`src/rtl/core/cfrp_pkg.sv`:
```
// Shared types and constants for the capture file rotation policy block.
package cfrp_pkg;

	localparam int unsigned ACC_BITS    = 40;
	localparam int unsigned BYTES_W     = 32;
	localparam int unsigned TIME_W      = 32;
	localparam int unsigned MB_W        = 16;
	localparam int unsigned SLOT_W      = 16;
	localparam int unsigned TOTAL_W     = 32;
	localparam int unsigned MIB_SHIFT   = 20;
	localparam int unsigned CFG_DATA_W  = 32;
	localparam int unsigned CFG_INDEX_W = 2;
	localparam int unsigned IN_DATA_W   = 64;
	localparam int unsigned OUT_DATA_W  = 24;

	typedef enum logic [1:0] {
		DEC_SAME = 2'd0,
		DEC_NEW  = 2'd1,
		DEC_QUIT = 2'd2
	} decision_t;

	typedef enum logic [1:0] {
		WHY_NONE  = 2'd0,
		WHY_TIME  = 2'd1,
		WHY_SIZE  = 2'd2,
		WHY_LIMIT = 2'd3
	} reason_t;

	typedef enum logic [CFG_INDEX_W-1:0] {
		REG_ROLLOVER_MB = 2'd0,
		REG_DURATION    = 2'd1,
		REG_FILE_LIMIT  = 2'd2,
		REG_RING_MODE   = 2'd3
	} reg_index_t;

	typedef struct packed {
		logic [MB_W-1:0]   rollover_megabytes;
		logic [TIME_W-1:0] duration_seconds;
		logic [SLOT_W-1:0] file_limit;
		logic              ring_mode;
	} cfg_t;

	typedef struct packed {
		logic [ACC_BITS-1:0] byte_accumulator;
		logic                timer_started;
		logic [TIME_W-1:0]   period_start_time;
		logic [SLOT_W-1:0]   current_slot;
		logic [TOTAL_W-1:0]  files_total;
	} policy_state_t;

	typedef struct packed {
		decision_t         decision;
		reason_t           reason;
		logic [SLOT_W-1:0] slot_index;
	} result_t;

endpackage

```
`src/rtl/core/cfrp_decide.sv`:
```
// Single-pass rotation decision: next policy state and result for one write.
module cfrp_decide
	import cfrp_pkg::*;
(
	input  cfg_t                cfg,
	input  policy_state_t       cur,
	input  logic [BYTES_W-1:0]  write_bytes,
	input  logic [TIME_W-1:0]   now_seconds,
	output policy_state_t       nxt,
	output result_t             res
);

	logic [ACC_BITS:0]   sum;
	logic [ACC_BITS-1:0] acc_sat;
	logic [ACC_BITS-1:0] size_limit;
	logic [TIME_W-1:0]   start_eff;
	logic [TIME_W-1:0]   elapsed;
	logic                time_on;
	logic                time_hit;
	logic                size_hit;
	logic                roll;
	logic                limit_on;
	logic                quit;
	logic [SLOT_W-1:0]   slot_base;
	logic [SLOT_W-1:0]   slot_pick;

	always_comb begin
		sum     = {1'b0, cur.byte_accumulator} + {{(ACC_BITS + 1 - BYTES_W){1'b0}}, write_bytes};
		acc_sat = sum[ACC_BITS] ? {ACC_BITS{1'b1}} : sum[ACC_BITS-1:0];

		time_on   = (cfg.duration_seconds != '0);
		start_eff = cur.timer_started ? cur.period_start_time : now_seconds;
		elapsed   = now_seconds - start_eff;
		time_hit  = time_on && (elapsed >= cfg.duration_seconds);

		// Megabyte limit is exact: 16-bit count shifted by 20 fits the accumulator.
		size_limit = {{(ACC_BITS - MB_W - MIB_SHIFT){1'b0}}, cfg.rollover_megabytes,
			{MIB_SHIFT{1'b0}}};
		size_hit   = !time_hit && (cfg.rollover_megabytes != '0) && (acc_sat > size_limit);
		roll       = time_hit || size_hit;

		limit_on  = (cfg.file_limit != '0);
		slot_base = time_hit ? '0 : cur.current_slot;
		quit      = limit_on && !cfg.ring_mode &&
			(cur.files_total >= {{(TOTAL_W - SLOT_W){1'b0}}, cfg.file_limit});
		slot_pick = (limit_on && (slot_base >= cfg.file_limit)) ? '0 : slot_base;

		nxt                   = cur;
		nxt.byte_accumulator  = roll ? {{(ACC_BITS - BYTES_W){1'b0}}, write_bytes} : acc_sat;
		nxt.timer_started     = cur.timer_started || time_on;
		nxt.period_start_time = time_on ? (time_hit ? now_seconds : start_eff)
			: cur.period_start_time;
		nxt.current_slot      = slot_base;

		res.decision   = DEC_SAME;
		res.reason     = WHY_NONE;
		res.slot_index = '0;

		if (roll) begin
			res.reason = time_hit ? WHY_TIME : WHY_SIZE;
			if (quit) begin
				res.decision = DEC_QUIT;
				res.reason   = WHY_LIMIT;
			end else begin
				res.decision     = DEC_NEW;
				res.slot_index   = slot_pick;
				nxt.current_slot = slot_pick + SLOT_W'(1);
				if (cur.files_total != {TOTAL_W{1'b1}}) begin
					nxt.files_total = cur.files_total + TOTAL_W'(1);
				end
			end
		end
	end

endmodule

```
`src/rtl/core/capture_file_rotation_policy.sv`:
```
// Capture file rotation policy: one keep, new-file or quit decision per write beat.
// Pipeline: input stage register, then result register, before a result beat is valid.
// Throughput: one beat per cycle unless m_tready stalls the output; the policy state
// loops back through adders and compares.
// Reset: arst_n clears configuration, policy state and both stage valids at once.
module capture_file_rotation_policy
	import cfrp_pkg::*;
(
	input  logic                   clk,
	input  logic                   arst_n,
	input  logic                   cfg_we,
	input  logic [CFG_INDEX_W-1:0] cfg_index,
	input  logic [CFG_DATA_W-1:0]  cfg_wdata,
	input  logic                   s_tvalid,
	output logic                   s_tready,
	input  logic [IN_DATA_W-1:0]   s_tdata,   // [31:0] write_bytes, [63:32] now_seconds
	output logic                   m_tvalid,
	input  logic                   m_tready,
	output logic [OUT_DATA_W-1:0]  m_tdata    // [1:0] decision, [3:2] reason, [19:4] slot_index
);

	// Configuration registers. The first accepted beat locks them until the
	// next reset, so later writes are simply dropped.
	cfg_t cfg_q;
	logic locked_q;

	// Input stage: holds one write beat while the decision is formed.
	logic               valid_s1;
	logic [BYTES_W-1:0] bytes_s1;
	logic [TIME_W-1:0]  now_s1;

	// Policy state and the registered result beat.
	policy_state_t state_q;
	policy_state_t state_nxt;
	result_t       res_nxt;
	result_t       res_q;
	logic          out_valid_q;

	logic advance;
	logic in_take;

	// The result register frees whenever the consumer takes its beat, so the
	// input stage moves on in the same cycle; no bubble between beats.
	assign advance  = !out_valid_q || m_tready;
	assign s_tready = !valid_s1 || advance;
	assign in_take  = s_tvalid && s_tready;

	cfrp_decide u_decide (
		.cfg         (cfg_q),
		.cur         (state_q),
		.write_bytes (bytes_s1),
		.now_seconds (now_s1),
		.nxt         (state_nxt),
		.res         (res_nxt)
	);

	always_ff @(posedge clk or negedge arst_n) begin
		if (!arst_n) begin
			cfg_q    <= '0;
			locked_q <= 1'b0;
		end else begin
			if (in_take) begin
				locked_q <= 1'b1;
			end
			if (cfg_we && !locked_q) begin
				unique case (reg_index_t'(cfg_index))
					REG_ROLLOVER_MB: cfg_q.rollover_megabytes <= cfg_wdata[MB_W-1:0];
					REG_DURATION:    cfg_q.duration_seconds   <= cfg_wdata[TIME_W-1:0];
					REG_FILE_LIMIT:  cfg_q.file_limit         <= cfg_wdata[SLOT_W-1:0];
					REG_RING_MODE:   cfg_q.ring_mode          <= cfg_wdata[0];
					default:         cfg_q                    <= cfg_q;
				endcase
			end
		end
	end

	always_ff @(posedge clk or negedge arst_n) begin
		if (!arst_n) begin
			valid_s1 <= 1'b0;
		end else if (s_tready) begin
			valid_s1 <= s_tvalid;
		end
	end

	always_ff @(posedge clk) begin
		if (in_take) begin
			bytes_s1 <= s_tdata[BYTES_W-1:0];
			now_s1   <= s_tdata[BYTES_W+TIME_W-1:BYTES_W];
		end
	end

	// The state only moves when a staged beat is turned into a result, which
	// keeps the decisions in beat order whatever the stalls downstream.
	always_ff @(posedge clk or negedge arst_n) begin
		if (!arst_n) begin
			state_q     <= '0;
			out_valid_q <= 1'b0;
		end else if (advance) begin
			out_valid_q <= valid_s1;
			if (valid_s1) begin
				state_q <= state_nxt;
			end
		end
	end

	always_ff @(posedge clk) begin
		if (advance && valid_s1) begin
			res_q <= res_nxt;
		end
	end

	assign m_tvalid = out_valid_q;
	assign m_tdata  = {{(OUT_DATA_W - SLOT_W - 4){1'b0}}, res_q.slot_index,
		res_q.reason, res_q.decision};

endmodule

```
`config.mk`:
```
export PLATFORM = sky130hd
export DESIGN_NAME = capture_file_rotation_policy
export DESIGN_NICKNAME = d
export VERILOG_FILES = /design/src/rtl/core/cfrp_pkg.sv /design/src/rtl/core/cfrp_decide.sv /design/src/rtl/core/capture_file_rotation_policy.sv
export SDC_FILE = /design/constraint.sdc
export NUM_CORES = 1
export LEC_CHECK = 0
export ABC_AREA = 0
export BUFFER_PORTS_ARGS = -buffer_cell sky130_fd_sc_hd__buf_2
export CAP_MARGIN = 0
export CORE_MARGIN = 1.5
export CORE_UTILIZATION = 25
export DETAILED_ROUTE_END_ITERATION = 10
export GPL_TIMING_DRIVEN = 1
export SYNTH_ARGS = -nofsm -noshare
export SYNTH_HDL_FRONTEND = slang
export SYNTH_HIERARCHICAL = 1
export SYNTH_SLANG_ARGS = --single-unit
export TNS_END_PERCENT = 50
```
`constraint.sdc`:
```
create_clock -name clk -period 12.62 [get_ports clk]
set_input_delay 1.262 -clock clk [delete_from_list [all_inputs] [get_ports clk]]
set_output_delay 1.262 -clock clk [all_outputs]
set_load 0.05 [all_outputs]
```
==> out/results.ini <==
[setup_path]
startpoint_type = flip-flop
crit_top_cell = a21o_1
slowest_delay_ns = 0.57
worstPathArrival_ns = 10.36
crit_type = flip-flop to flip-flop
cp_top_family = compound AO/OA/AOI/OAI gates
worstPathMaxFanout = 30
crit_buf_inv = 1
cp.required_ns = 13.09
cp-end-kind = flip-flop
crit_path_top_delay_cell = or2_2

[synth]
synth_ff_type = dfrtp_1
yosysMostFrequentCell = dfrtp_1
synthArstFlopShare = 0.692
synthTopCellsByCount = dfrtp_1, ha_1, mux2_2
synth_top_cell_by_area = dfrtp_1
synth-seq-cells = 273
synthCells = 1747
yosysTopAreaCellShare = 0.252
synth.area.top_cells = dfrtp_1, edfxtp_1, ha_1, mux2_2, mux2_4
ys_warn_count = 6
yosysSeqAreaShare = 0.387
synth.cell_area_um2 = 18700
synth_cell_types = 94
synth-edff-count = 84
syn_avg_cell_area_um2 = 10.7

[grt]
grt-ovfl-total = 0
antenna_found_initial = 3
first_global_vias = 14153
grt_max_degree = 70
grt_usage = 0.128
grt_pass1_wl_um = 79100

[timing]
rsz0062_at_grt = no
min_period_ns = 9.88
max-slew-margin-rel = 0.308
worstMarginPinSlew_ns = 1.03
slew_violations = 0
skew_ns = 0.0352
max_freq_mhz = 101
fin_tns_setup_ns = 0
finalHoldViolCount = 0
fin_crit_sh = 0.783
setup_violations = 0

[clocking]
cts.sinks = 273
ctsHoldBuffers = 0
cts_setup_buffers = 0
cts-root-buf = clkbuf_16
numCtsBuffers = 35
cts_buffer_depth = 3
ctsResizeCount = 0
clock_latency_ns = 0.56
htree_levels = 2
cts_tree = built
clkSlewWorstSetupHoldPaths_ns = 0.06

[floorplan]
rows = 100
core_area_um2 = 74300
start_util = 0.252
die-height_um = 277
ios = 129
die_width_um = 277
die_area_um2 = 76600

[drt]
wl_um = 49000
wl_per_cell_um = 17.2
via_per_inst = 4.86
firstDrtPassIters = 6
ant_nets = 0
vias = 13837
remaining_drc_errors = 0
first_iter_violations = 826

[placed_design]
numPortBuffers = 124
hpwlAfterDp_um = 36300
finalWeightedCongestion = 0.874

[final_layout]
syn_to_final_growth_pct = 14.1
drive_above_1_share = 0.233
final_nets = 2098

[flow_run]
max_cap_violations = 0

[min_path]
hp-class = flip-flop to flip-flop

[pwr]
p_per_area_nw_per_um2 = 254
p_leak_nw = 9.50
total_power_w = 0.00543
vdd_drop_max_uv = 255

[status]
status = completed

## layer usage
| metal | share of wire | track usage |
|---|---|---|
| met1 | 0.47 | 0.175 |
| met2 | 0.46 | 0.206 |
| met3 | 0.054 | 0.0243 |
| met4 | 0.017 | 0.0330 |
| met5 | 0.00053 | 0 |
## cells by family (layout without fill, tap and decap cells)
family,Yosys count,in the layout,synth area share
adders and majority gates,148,148,0.0996
muxes,258,258,0.169
other,1,6,0.000200
and+or+nand+nor,460,460,0.127
DFF,273,273,0.387
xor gates and xnor gates,86,86,0.0402
AOI/OAI and AO/OA,344,344,0.128
buffers and inverters,177,301,0.0490
## cells in the final DEF (no fill, tap or decap), types with 18 or more instances in the layout
cell type and instances:
and2_1 19, xnor2_1 60, nand4_1 43, o21ai_0 50
and3_1 18, a31oi_1 24, nor4_1 28, mux2i_1 33
nand3_1 35, nor3_1 23, mux2_4 79, mux2_2 129
edfxtp_1 84, buf_2 123, inv_1 102, a21oi_1 76
clkbuf_16 37, nand2_1 108, ha_1 146, xor2_1 26
a21o_1 57, nor2_1 106, dfrtp_1 188
## cell type report
| cell class | instances | area (um^2) |
|---|---|---|
| diodes | 2 | 5.00 |
| clock buffers | 43 | 978 |
| clock inverters | 21 | 238 |
| fillers | 7762 | 52900 |
| inverters | 102 | 383 |
| multi-input cells | 1300 | 10600 |
| flip-flops and latches | 273 | 7250 |
| well taps | 969 | 1210 |
| repair buffers | 135 | 712 |
## final timing paths
check,cells past startpoint,from,slack (ns),to
max,37,state_q[80],2.74,state_q[44]
min,1,valid_s1,0.50,m_tvalid
max reg2reg,37,state_q[80],2.74,state_q[44]
min reg2reg,1,valid_s1,0.50,m_tvalid
max in group asynchronous,2,arst_n,10.54,state_q[80]
min in group asynchronous,1,arst_n,0.73,state_q[95]
## metrics by stage
step / hold slack, ns / instances / setup WS [ns] / utilization / instance area (um^2)
after floorplan: 0.447 / 1750 / 3.17 / - / 18700
after global placement: 0.470 / 2779 / 2.96 / 0.271 / 20200
after detailed placement: 0.492 / 2779 / 2.83 / 0.271 / 20200
after CTS: 0.499 / 2843 / 2.76 / 0.288 / 21400
after global routing: 0.520 / 2844 / 1.94 / 0.288 / 21400
final: 0.497 / 2845 / 2.74 / 0.288 / 21400
## flip-flops by register name (all words and copies together) (netlist names)
name	cells
bytes_s1	32
m_tdata	20
m_tvalid	1
valid_s1	1
state_q	121
now_s1	32
cfg_q	65
locked_q	1
## report_power, final
part | switching, W | internal (W)
Sequential | 0.000130 | 0.00109
Clock | 0.000431 | 0.000625
Combinational | 0.00178 | 0.00137
Total | 0.00234 | 0.00309
Note: power is estimated with default switching activity, not from simulation.
